$ cat config.mk
export PLATFORM = sky130hd
export DESIGN_NAME = byte_packetizer_with_guard_escape_unit
export DESIGN_NICKNAME = d
export VERILOG_FILES = /design/src/rtl/bpk_pkg.sv /design/src/rtl/bpk_rsp_queue.sv /design/src/rtl/byte_packetizer_with_guard_escape_unit.sv
export SDC_FILE = /design/constraint.sdc
export NUM_CORES = 1
export LEC_CHECK = 0
export BUFFER_PORTS_ARGS = -buffer_cell sky130_fd_sc_hd__buf_4
export CAP_MARGIN = 20
export CORE_MARGIN = 5
export CORE_UTILIZATION = 45
export CTS_CLUSTER_DIAMETER = 120
export CTS_CLUSTER_SIZE = 25
export DETAILED_ROUTE_END_ITERATION = 10
export SYNTH_ARGS = -nofsm -noshare
export SYNTH_HDL_FRONTEND = slang
export SYNTH_HIERARCHICAL = 1
export SYNTH_SLANG_ARGS = --single-unit
$ cat constraint.sdc
create_clock -name clock -period 6.4 [get_ports clock]
set_input_delay 1.92 -clock clock [delete_from_list [all_inputs] [get_ports clock]]
set_output_delay 1.92 -clock clock [all_outputs]
set_load 0.02 [all_outputs]
$ cat src/rtl/bpk_pkg.sv
// Package with the shared types and constants of the byte packetizer.
`default_nettype none

package bpk_pkg;

   // Command carried on the request side.
   typedef enum logic [1:0] {
      CMD_DATA  = 2'd0,
      CMD_TICK  = 2'd1,
      CMD_ENTER = 2'd2
   } cmd_type;

   // Kind of a response word.
   typedef enum logic [1:0] {
      KIND_PAYLOAD = 2'd0,
      KIND_PKT_END = 2'd1,
      KIND_ESCAPE  = 2'd2
   } kind_type;

   // Configuration register indexes.
   typedef enum logic [1:0] {
      CSR_PACKET_LIMIT = 2'd0,
      CSR_PACK_TIME    = 2'd1,
      CSR_GUARD        = 2'd2
   } csr_index_type;

   localparam int LenW = 11;
   localparam int TickW = 16;
   localparam int ChunkCntW = 3;

   localparam logic [7:0]           PlusChar      = 8'h2B;
   localparam logic [ChunkCntW-1:0] EscapeLen     = 3'd3;
   localparam logic [ChunkCntW-1:0] ChunkCntMax   = 3'd7;
   localparam logic [TickW-1:0]     TickMax       = 16'hFFFF;

   localparam logic [LenW-1:0]  PacketLimitRst = 11'd256;
   localparam logic [TickW-1:0] PackTimeRst    = 16'd100;
   localparam logic [TickW-1:0] GuardRst       = 16'd1000;

   typedef struct packed {
      kind_type        kind;
      logic [7:0]      out_byte;
      logic [LenW-1:0] length;
   } result_type;

endpackage

`default_nettype wire

$ cat src/rtl/bpk_rsp_queue.sv
// Four-entry response queue that takes up to two words a cycle and gives one.
`default_nettype none

module bpk_rsp_queue (
   input  wire                  clock,
   input  wire                  reset,
   input  wire                  push0,
   input  wire                  push1,
   input  bpk_pkg::result_type  data0,
   input  bpk_pkg::result_type  data1,
   output logic                 room,
   output logic                 out_valid,
   input  wire                  out_ready,
   output bpk_pkg::result_type  out_data
);
   import bpk_pkg::*;

   localparam int Depth = 4;
   localparam int PtrW = $clog2(Depth);
   localparam int CntW = $clog2(Depth + 1);

   result_type            entries_ff [Depth];
   logic [PtrW-1:0]       wr_ptr_ff, wr_ptr_in;
   logic [PtrW-1:0]       rd_ptr_ff, rd_ptr_in;
   logic [CntW-1:0]       count_ff, count_in;
   logic                  pop;
   logic [PtrW-1:0]       wr_ptr_next;
   logic [CntW-1:0]       push_n;

   assign pop         = out_valid && out_ready;
   assign wr_ptr_next = wr_ptr_ff + PtrW'(1);
   assign push_n      = CntW'(push0) + CntW'(push1);

   assign room      = count_ff <= CntW'(Depth - 2);
   assign out_valid = count_ff != '0;
   assign out_data  = entries_ff[rd_ptr_ff];

   always_comb begin
      wr_ptr_in = wr_ptr_ff + PtrW'(push_n);
      rd_ptr_in = pop ? rd_ptr_ff + PtrW'(1) : rd_ptr_ff;
      count_in  = count_ff + push_n - CntW'(pop);
   end

   always_ff @(posedge clock) begin
      if (reset) begin
         wr_ptr_ff <= '0;
         rd_ptr_ff <= '0;
         count_ff  <= '0;
      end else begin
         wr_ptr_ff <= wr_ptr_in;
         rd_ptr_ff <= rd_ptr_in;
         count_ff  <= count_in;
      end
   end

   always_ff @(posedge clock) begin
      if (push0) begin
         entries_ff[wr_ptr_ff] <= data0;
      end
      if (push1) begin
         entries_ff[wr_ptr_next] <= data1;
      end
   end

`ifndef ASSERT_OFF
   a_count_bound: assert property (@(posedge clock) disable iff (reset)
      count_ff <= CntW'(Depth))
      else $error("response queue count beyond depth");

   a_push_order: assert property (@(posedge clock) disable iff (reset)
      push1 |-> push0)
      else $error("second word pushed without the first");

   a_no_overflow: assert property (@(posedge clock) disable iff (reset)
      push0 |-> room)
      else $error("push into a queue without room for two words");
`endif

endmodule

`default_nettype wire

$ cat src/rtl/byte_packetizer_with_guard_escape_unit.sv
// Top level of the byte packetizer with guarded "+++" escape detection.
//
// Request channel (req_*): one word per host byte, timer tick or enter
// command; req_tuser carries the command and the chunk start mark, req_tlast
// marks the last byte of a received chunk. Response channel (rsp_*): payload
// bytes, packet ends with their length, and the escape word with the number
// of discarded bytes. Configuration channel (csr_*): always ready, writes the
// packet limit, pack time and guard time; it is used while the block is idle.
//
// Each accepted request is decoded and its state update done in the same
// cycle; its one or two response words land in a four-entry response queue
// and the first is offered on rsp_* the next cycle when the queue was empty.
// A new request is taken every cycle as long as the queue has room for two
// words, so the rate is one request per cycle, bounded by the response port
// giving one word per cycle: a byte that closes a packet yields two words.
//
// Reset restores the register defaults, puts the block in transport mode and
// empties the queue. When the receiver stalls, words stay in the queue and
// req_tready drops once fewer than two free entries remain.
`default_nettype none

module byte_packetizer_with_guard_escape_unit #(
   parameter int MAX_PACKET = 1024
) (
   input  wire         clock,
   input  wire         reset,
   // Request channel.
   input  wire         req_tvalid,
   output logic        req_tready,
   input  wire  [7:0]  req_tdata,   // [7:0] data_byte
   input  wire  [2:0]  req_tuser,   // [1:0] cmd, [2] chunk_start
   input  wire         req_tlast,   // chunk_end
   // Response channel.
   output logic        rsp_tvalid,
   input  wire         rsp_tready,
   output logic [23:0] rsp_tdata,   // [7:0] out_byte, [18:8] length, rest zero
   output logic [1:0]  rsp_tuser,   // [1:0] kind
   // Configuration channel.
   input  wire         csr_valid,
   output logic        csr_ready,
   input  wire  [1:0]  csr_index,
   input  wire  [15:0] csr_wdata
);
   import bpk_pkg::*;

   localparam logic [12:0] MaxPacketW = 13'(MAX_PACKET);

   // Configuration registers.
   logic [LenW-1:0]      packet_limit_ff;
   logic [TickW-1:0]     pack_time_ff;
   logic [TickW-1:0]     guard_ff;

   // Transport state.
   logic                 active_ff, active_in;
   logic                 armed_ff, armed_in;
   logic                 chunk_ready_ff, chunk_ready_in;
   logic [ChunkCntW-1:0] chunk_cnt_ff, chunk_cnt_in;
   logic                 all_plus_ff, all_plus_in;
   logic [TickW-1:0]     idle_ff, idle_in;
   logic [LenW-1:0]      pending_ff, pending_in;

   logic                 accept;
   cmd_type              cmd;
   logic [7:0]           data_byte;
   logic                 chunk_start;
   logic                 chunk_end;
   logic [LenW-1:0]      limit_eff;
   logic [ChunkCntW-1:0] cnt_base;
   logic [ChunkCntW-1:0] cnt_new;
   logic                 ready_new;
   logic                 plus_new;
   logic [LenW-1:0]      pending_inc;
   logic [TickW-1:0]     idle_inc;

   logic                 push0, push1;
   result_type           res0, res1, head;
   logic                 room;

   assign accept      = req_tvalid && req_tready;
   assign cmd         = cmd_type'(req_tuser[1:0]);
   assign chunk_start = req_tuser[2];
   assign chunk_end   = req_tlast;
   assign data_byte   = req_tdata;
   assign req_tready  = room;
   assign csr_ready   = 1'b1;

   // Out-of-range packet limits clamp to one and to the maximum packet size.
   always_comb begin
      if (packet_limit_ff == '0) begin
         limit_eff = LenW'(1);
      end else if ({2'b00, packet_limit_ff} > MaxPacketW) begin
         limit_eff = MaxPacketW[LenW-1:0];
      end else begin
         limit_eff = packet_limit_ff;
      end
   end

   // Chunk tracking for a data byte: a chunk start restarts the counters and
   // samples whether enough silence came before it.
   assign cnt_base    = chunk_start ? '0 : chunk_cnt_ff;
   assign cnt_new     = (cnt_base < ChunkCntMax) ? cnt_base + ChunkCntW'(1) : ChunkCntMax;
   assign ready_new   = chunk_start ? (idle_ff >= guard_ff) : chunk_ready_ff;
   assign plus_new    = (chunk_start || all_plus_ff) && (data_byte == PlusChar);
   assign pending_inc = pending_ff + LenW'(1);
   assign idle_inc    = (idle_ff == TickMax) ? idle_ff : idle_ff + TickW'(1);

   always_comb begin
      active_in      = active_ff;
      armed_in       = armed_ff;
      chunk_ready_in = chunk_ready_ff;
      chunk_cnt_in   = chunk_cnt_ff;
      all_plus_in    = all_plus_ff;
      idle_in        = idle_ff;
      pending_in     = pending_ff;
      push0          = 1'b0;
      push1          = 1'b0;
      res0           = '{kind: KIND_PAYLOAD, out_byte: data_byte, length: '0};
      res1           = '{kind: KIND_PKT_END, out_byte: '0, length: pending_inc};

      if (accept) begin
         case (cmd)
            CMD_ENTER: begin
               active_in      = 1'b1;
               armed_in       = 1'b0;
               chunk_ready_in = 1'b0;
               chunk_cnt_in   = '0;
               all_plus_in    = 1'b1;
               idle_in        = '0;
               pending_in     = '0;
            end
            CMD_DATA: begin
               if (active_ff) begin
                  idle_in      = '0;
                  chunk_cnt_in = cnt_new;
                  all_plus_in  = plus_new;
                  if (chunk_end) begin
                     // Exactly three plus signs after a guard silence arm it.
                     armed_in       = ready_new && (cnt_new == EscapeLen) && plus_new;
                     chunk_ready_in = 1'b0;
                  end else begin
                     armed_in       = 1'b0;
                     chunk_ready_in = ready_new;
                  end
                  push0 = 1'b1;
                  if (pending_inc >= limit_eff) begin
                     push1      = 1'b1;
                     pending_in = '0;
                  end else begin
                     pending_in = pending_inc;
                  end
               end
            end
            CMD_TICK: begin
               if (active_ff) begin
                  idle_in = idle_inc;
                  if (armed_ff && (idle_inc >= guard_ff)) begin
                     // Escape fires: pending bytes are reported and dropped.
                     res0       = '{kind: KIND_ESCAPE, out_byte: '0, length: pending_ff};
                     push0      = 1'b1;
                     pending_in = '0;
                     armed_in   = 1'b0;
                     active_in  = 1'b0;
                  end else if ((pending_ff != '0) && (idle_inc > pack_time_ff)) begin
                     res0       = '{kind: KIND_PKT_END, out_byte: '0, length: pending_ff};
                     push0      = 1'b1;
                     pending_in = '0;
                  end
               end
            end
            default: begin
            end
         endcase
      end
   end

   always_ff @(posedge clock) begin
      if (reset) begin
         active_ff      <= 1'b1;
         armed_ff       <= 1'b0;
         chunk_ready_ff <= 1'b0;
         chunk_cnt_ff   <= '0;
         all_plus_ff    <= 1'b1;
         idle_ff        <= '0;
         pending_ff     <= '0;
      end else begin
         active_ff      <= active_in;
         armed_ff       <= armed_in;
         chunk_ready_ff <= chunk_ready_in;
         chunk_cnt_ff   <= chunk_cnt_in;
         all_plus_ff    <= all_plus_in;
         idle_ff        <= idle_in;
         pending_ff     <= pending_in;
      end
   end

   always_ff @(posedge clock) begin
      if (reset) begin
         packet_limit_ff <= PacketLimitRst;
         pack_time_ff    <= PackTimeRst;
         guard_ff        <= GuardRst;
      end else if (csr_valid && csr_ready) begin
         case (csr_index_type'(csr_index))
            CSR_PACKET_LIMIT: packet_limit_ff <= csr_wdata[LenW-1:0];
            CSR_PACK_TIME:    pack_time_ff    <= csr_wdata;
            CSR_GUARD:        guard_ff        <= csr_wdata;
            default: begin
            end
         endcase
      end
   end

   bpk_rsp_queue u_rsp_queue (
      .clock     (clock),
      .reset     (reset),
      .push0     (push0),
      .push1     (push1),
      .data0     (res0),
      .data1     (res1),
      .room      (room),
      .out_valid (rsp_tvalid),
      .out_ready (rsp_tready),
      .out_data  (head)
   );

   assign rsp_tdata = {5'b00000, head.length, head.out_byte};
   assign rsp_tuser = head.kind;

`ifndef ASSERT_OFF
   a_armed_active: assert property (@(posedge clock) disable iff (reset)
      armed_ff |-> active_ff)
      else $error("escape armed while in command mode");

   a_enter_clears: assert property (@(posedge clock) disable iff (reset)
      (accept && (cmd == CMD_ENTER)) |=> (active_ff && !armed_ff && (pending_ff == '0)))
      else $error("enter command did not restore transport mode");

   a_escape_stops: assert property (@(posedge clock) disable iff (reset)
      (push0 && (res0.kind == KIND_ESCAPE)) |=> !active_ff)
      else $error("escape reported but block still active");
`endif

endmodule

`default_nettype wire

# Word-level counts from Yosys, hierarchy flattened
# Memory sizes are Yosys's and may differ from the RTL's. A register that Yosys moved wholly into a read port is not among the register bits.
# Cells that the tools add are included.
totals:
  register_bits: 84
  ramBits: 84
  output_inout_bits: 29
  mem_count: 1
memory_table:
  columns: ["name", "depth", "width", "rd", "rd_ports_with_merged_regs", "wr", "line_no", "source"]
  rows:
  - ["u_rsp_queue.entries_ff", 4, 21, 1, 1, 2, "bpk_rsp_queue.sv:22", "result_type entries_ff [Depth];"]
op_classes:
  n_addsub: 9
  n_lt_le_gt_ge: 7
  eq_ne: 11
  n_mux: 51
  n_reduce_logical: 24
ops:
  columns: ["op", "n"]
  rows:
  - ["$mux 21", 4]
  - ["$mux 11", 7]
  - ["$mux 16", 3]
  - ["$pmux 16 s3", 1]
  - ["$pmux 11 s3", 1]
  - ["$ge 16x16->1", 2]
  - ["$mux 1", 23]
  - ["$mux 20", 1]
  - ["$add 16x1->16 const B", 1]
  - ["$eq 16x16->1 const B", 1]
  - ["$gt 16x16->1", 1]
  - ["$add 11x1->11 const B", 1]
  - ["$ge 11x11->1", 1]
  - ["$gt 11x11->1 const B", 1]
  - ["$logic_not 11->1", 1]
  - ["$reduce_bool 11->1", 1]
  - ["$reduce_and 5->1", 2]
  - ["$mux 3", 3]
  - ["$eq 8x6->1 const B", 1]
  - ["$pmux 1 s2", 4]
  - ["$reduce_and 2->1", 4]
  - ["$logic_and 1x1->1", 7]
  - ["$ne 2x2->1 const B", 3]
  - ["$pmux 3 s2", 1]
  - ["other kinds (20)", 27]

# Logic depth before layout (Yosys ltp)
depth:
  word_depth: 12
  ltp_mapped: 26

# Hierarchy
# The synthesis kept the hierarchy.
by_module_without_submodules:
  columns: ["mod", "n_inst", "cells_per_inst", "area_each_um2"]
  rows:
  - ["byte_packetizer_with_guard_escape_unit", 1, 681, 5300.1]
  - ["bpk_rsp_queue", 1, 251, 4595.7]

# Least setup slack after synthesis
# Ideal clock, no wire load.
synth_path:
  path_kind: "flip-flop to flip-flop"
  from: "register idle_ff[1]"
  to: "memory u_rsp_queue/entries_ff[0][0] (netlist name) (enable)"
  t_arrival_ns: 5.308
  slack_ns: 0.663
  stages_incl_launch_ff: 20
  n_path_buf: 2
  period_less_slack_ns: 5.737
  path_cell_list: "dfxtp_1 -> ha_1 -> nand3_1 -> nor4_4 -> nor4_1 -> and3_1 -> clkbuf_1 -> and3_1 -> xor2_1 -> ha_1 -> nand4_1 -> nor4_1 -> o21ai_0 -> o211a_1 -> or2_1 -> a21oi_1 -> buf_2 -> nand2b_1 -> nand2b_1 -> o21ai_0"
synth_lines:
  columns: ["element", "line_no", "source"]
  rows:
  - ["start: declaration", "byte_packetizer_with_guard_escape_unit.sv:59", "logic [TickW-1:0] idle_ff, idle_in;"]
  - ["start signal: assignment", "byte_packetizer_with_guard_escape_unit.sv:191", "idle_ff <= idle_in;"]
  - ["end: declaration", "bpk_rsp_queue.sv:22", null]

# Worst setup path after layout
layout_path:
  from: "register idle_ff[0]"
  to: "register u_rsp_queue.count_ff[2]"
layout_between:
  elab_chain_len: 12
  word_cells_on_any_way: 15
layout_rtl:
  columns: ["element", "line_no", "source"]
  rows:
  - ["$add 16x1->16 or $eq 16x16->1 (tied branches)", "byte_packetizer_with_guard_escape_unit.sv:105", "assign idle_inc = (idle_ff == TickMax) ? idle_ff : idle_ff + TickW'(1);"]
  - ["$mux 16 *", "byte_packetizer_with_guard_escape_unit.sv:105", null]
  - ["$gt 16x16->1", "byte_packetizer_with_guard_escape_unit.sv:163", "end else if ((pending_ff != '0) && (idle_inc > pack_time_ff)) begin"]
  - ["$logic_and 1x1->1", "byte_packetizer_with_guard_escape_unit.sv:163", null]
  - ["$mux 1", "byte_packetizer_with_guard_escape_unit.sv:163", null]
  - ["$mux 1 *", "byte_packetizer_with_guard_escape_unit.sv:156", "if (armed_ff && (idle_inc >= guard_ff)) begin"]
  - ["$mux 1 *", "byte_packetizer_with_guard_escape_unit.sv:154", "if (active_ff) begin"]
  - ["$pmux 1 s2 *", "byte_packetizer_with_guard_escape_unit.sv:121", "case (cmd)"]
  - ["$mux 1 *", "byte_packetizer_with_guard_escape_unit.sv:120", "if (accept) begin"]
  - ["net push0", "byte_packetizer_with_guard_escape_unit.sv:75", "logic push0, push1;"]
  - ["$add 1x1->2 *", "bpk_rsp_queue.sv:32", "assign push_n = CntW'(push0) + CntW'(push1);"]
  - ["$add 3x3->3 *", "bpk_rsp_queue.sv:41", "count_in = count_ff + push_n - CntW'(pop);"]
  - ["$sub 3x1->3 *", "bpk_rsp_queue.sv:41", null]
  - ["end signal: assignment", "bpk_rsp_queue.sv:52", "count_ff <= count_in;"]
  - ["end: declaration", "bpk_rsp_queue.sv:25", "logic [CntW-1:0] count_ff, count_in;"]
# Mark *: on every way through the listed nets, which the timed path passes. The rest lies on a longest branch.
# A chain may end at the register's enable or synchronous reset.

==> flow_metrics.tcl <==
set metrics [dict create \
    avgSynthCellArea_um2 10.6 \
    finalWorstSetupSlack_ps 644 \
    pre_cts_slack_ps 701 \
    die_area_mm2 0.0251 \
    cts_setup_buffers 0 \
    relSlewSlack_pct 23.9 \
    p_leak_uw 0.00469 \
    rsz0062_at_grt "no" \
    numPortBuffers 57 \
    cts_sinks 170 \
    grt_use_total_pct 19.6 \
    ys_warn_count 6 \
    final-setup-viol-count 0 \
    die_h_um 158 \
    clk_latency_ps 430 \
    place_inst 1276 \
    setup_tns_ps 0 \
    synthCells 932 \
    period_share_pct 89.9 \
    synth_edf_count 84 \
    grt_pass1_wl_um 38100 \
    cp.arrival_ps 6050 \
    async_flop_share_pct 0 \
    synth_seq_cells 170 \
    max_freq_mhz 174 \
    start_kind "register" \
    final_layout_size_suffix_gt1_share_pct 21.3 \
    hold_viol 0 \
    cts_hold_buf 0 \
    crit_slowest_cell "nor4_1" \
    max_stage_delay_ps 700 \
    wl_um 23800 \
    critical_path_buf_inv_count 4 \
    max_cap_viol_count 0 \
    cts-resized-gates 0 \
    via_per_inst 5.41 \
    nNetsFinal 1121 \
    p_per_area_mw_per_mm2 253 \
    syn2layout_area_growth_pct 14.4 \
    n_antenna_cell 0 \
    cts_root_buffer "clkbuf_16" \
    synth-seq-area-share_pct 42.9 \
    clk_pin_slew_ps 80 \
    tightest_slew_ps 1140 \
    grt_pass1_vias 7116 \
    finalCriticalPeriod_ps 5760 \
    slew_violations 0 \
    hpwl_um 16800 \
    io_pins 64 \
    clock_skew_ps 10.5 \
    drt_iter0_drc 413 \
    drtPass1Iterations 5 \
    syn_area_mm2 0.00990 \
    crit_family "simple AND/OR/NAND/NOR gates" \
    ys_types 66 \
    crit_required_ps 6700 \
    vdd.ir_drop.worst_uv 169 \
    cp_max_fo 11 \
    antenna_found_initial 0 \
    grt_max_degree 75 \
    clockBufferDepth 2 \
    vias 7074 \
    final_cells 1308 \
    drc 0 \
    status "finished clean" \
    overflow 0 \
    rows 54 \
    numCtsBuffers 17 \
    core_area_mm2 0.0218 \
    wl_per_cell_um 18.2 \
    final_antenna_net_count 0 \
    synth_ff_type "dfxtp_1" \
    htree_levels 4 \
    place_congestion 0.832 \
    dieWidth_um 158 \
    path_class "reg2reg" \
    cts_tree "done" \
    hp-class "reg2reg" \
    cpMostUsedCell "ha_1" \
    num-fill-cells 1974 \
    initial_utilization_pct 45.5 \
    cp-end-kind "register" \
]
[state kept, by name, indices dropped and copies added (netlist names), named ones only]
| signal | cells |
|---|---|
| u_rsp_queue/entries_ff | 84 |
| guard_ff | 16 |
| idle_ff | 16 |
| pack_time_ff | 16 |
| packet_limit_ff | 11 |
| pending_ff | 11 |
| chunk_cnt_ff | 3 |
| u_rsp_queue/count_ff | 3 |
| u_rsp_queue/rd_ptr_ff | 2 |
| u_rsp_queue/wr_ptr_ff | 2 |
| active_ff | 1 |
| all_plus_ff | 1 |
| armed_ff | 1 |
| chunk_ready_ff | 1 |
[stage by stage]
| step | instance area [µm²] | hold WS, ps | util [%] | total power, µW |
|---|---|---|---|---|
| after CTS | 11300 | 457 | 52.0 | 2890 |
| after detailed placement | 10700 | 448 | 49.1 | 1760 |
| after floorplan | 10100 | 436 | - | 1580 |
| after global placement | 10700 | 442 | 49.0 | 1750 |
| final | 11300 | 455 | 52.0 | 2860 |
| after global routing | 11300 | 479 | 52.0 | 2980 |
[layout make-up]
| type | instances | area, µm² | share of cell area, % |
|---|---|---|---|
| multi-input combinational | 706 | 5360 | 47.4 |
| sequential | 170 | 4240 | 37.5 |
| timing repair buffer | 68 | 527 | 4.65 |
| clock buffer | 17 | 425 | 3.76 |
| tap | 280 | 350 | 3.10 |
| clock inverter | 15 | 216 | 1.91 |
| inverter | 52 | 195 | 1.72 |
[worst register-to-register path, cell delays in order, from the launching register on]
cell and delay [ps]:
dfxtp_1 400, ha_1 260, nand3_1 170, nor4_4 70
buf_4 180, nor4_1 700, and3_1 350, and3_1 220
xor2_1 110, ha_1 310, nand4_1 140, nor4_1 360
o21ai_0 140, o211a_1 280, or2_1 230, a21oi_1 160
nand2b_1 180, ha_1 270, inv_1 60, ha_1 220
inv_1 60, ha_1 130, inv_1 50, fa_1 360
xor3_1 200, nor2_1 40
[layer usage]
layer  share of wire [%]  vias to the layer above  GRT usage, %
met5                   0                        -             0
met4                 1.6                        0          5.65
met3                 3.5                       25          3.15
met2                  49                      128          34.1
met1                  45                     3412          25.4
li1                    -                     3509             -
[cells in the final DEF, fill, tap and decap left out, drive strengths merged, types with 16 or more instances in the layout]
master and n:
nand2 91, mux2 89, dfxtp 86, edfxtp 84, nor2 77, ha 70
buf 68, a21oi 60, inv 60, conb 46, nand3 22, o21ai 22
mux4 21, nor2b 18, clkbuf 17, nand4 16
[worst paths after layout]
check	from	endpoint	slack, ps	cells after the start
worst max register to register	idle_ff[0]$_SDFFE_PP0P_	u_rsp_queue/count_ff[2]$_SDFF_PP0_	640	25
worst min register to register	pack_time_ff[1]$_SDFFE_PP0P_	pack_time_ff[1]$_SDFFE_PP0P_	460	2
worst min-delay path	pack_time_ff[1]$_SDFFE_PP0P_	pack_time_ff[1]$_SDFFE_PP0P_	460	2
worst max-delay path	idle_ff[0]$_SDFFE_PP0P_	u_rsp_queue/count_ff[2]$_SDFF_PP0_	640	25
[where the power goes]
part	internal (µW)	leakage, µW	switching (µW)	total, µW
logic	240	0.00288	284	524
registers	1180	0.00149	28.5	1200
clock network	638	0.000313	494	1130
[cell families (layout without fill, tap and decap cells)]
| family | after synthesis | in the layout | share of synthesized area (%) |
|---|---|---|---|
| buffers and inverters | 100 | 152 | 4.83 |
| AO/OA/AOI/OAI | 148 | 148 | 9.28 |
| XOR/XNOR | 25 | 25 | 2.50 |
| multiplexers | 123 | 123 | 16.3 |
| flip-flops | 170 | 170 | 42.9 |
| adder cells (fa/ha/maj) | 71 | 71 | 9.05 |
| AND/OR/NAND/NOR | 293 | 293 | 15.1 |
| other | 2 | 46 | 0.0759 |
[Yosys cell counts (all sizes together) (13+ instances only)]
library cell / number / area (µm²)
o21ai: 22 / 110
nand2: 91 / 342
inv: 52 / 195
nand4: 16 / 106
nor2b: 18 / 113
a21oi: 60 / 300
mux2i: 13 / 130
buf: 25 / 196
ha: 70 / 876
mux2: 89 / 1010
nand3: 22 / 123
mux4: 21 / 473
nor2: 77 / 289
xor2: 15 / 131
o211ai: 14 / 105
edfxtp: 84 / 2520
clkbuf: 23 / 86.3
dfxtp: 86 / 1720
No activity file was read; power rests on OpenSTA's default activity.
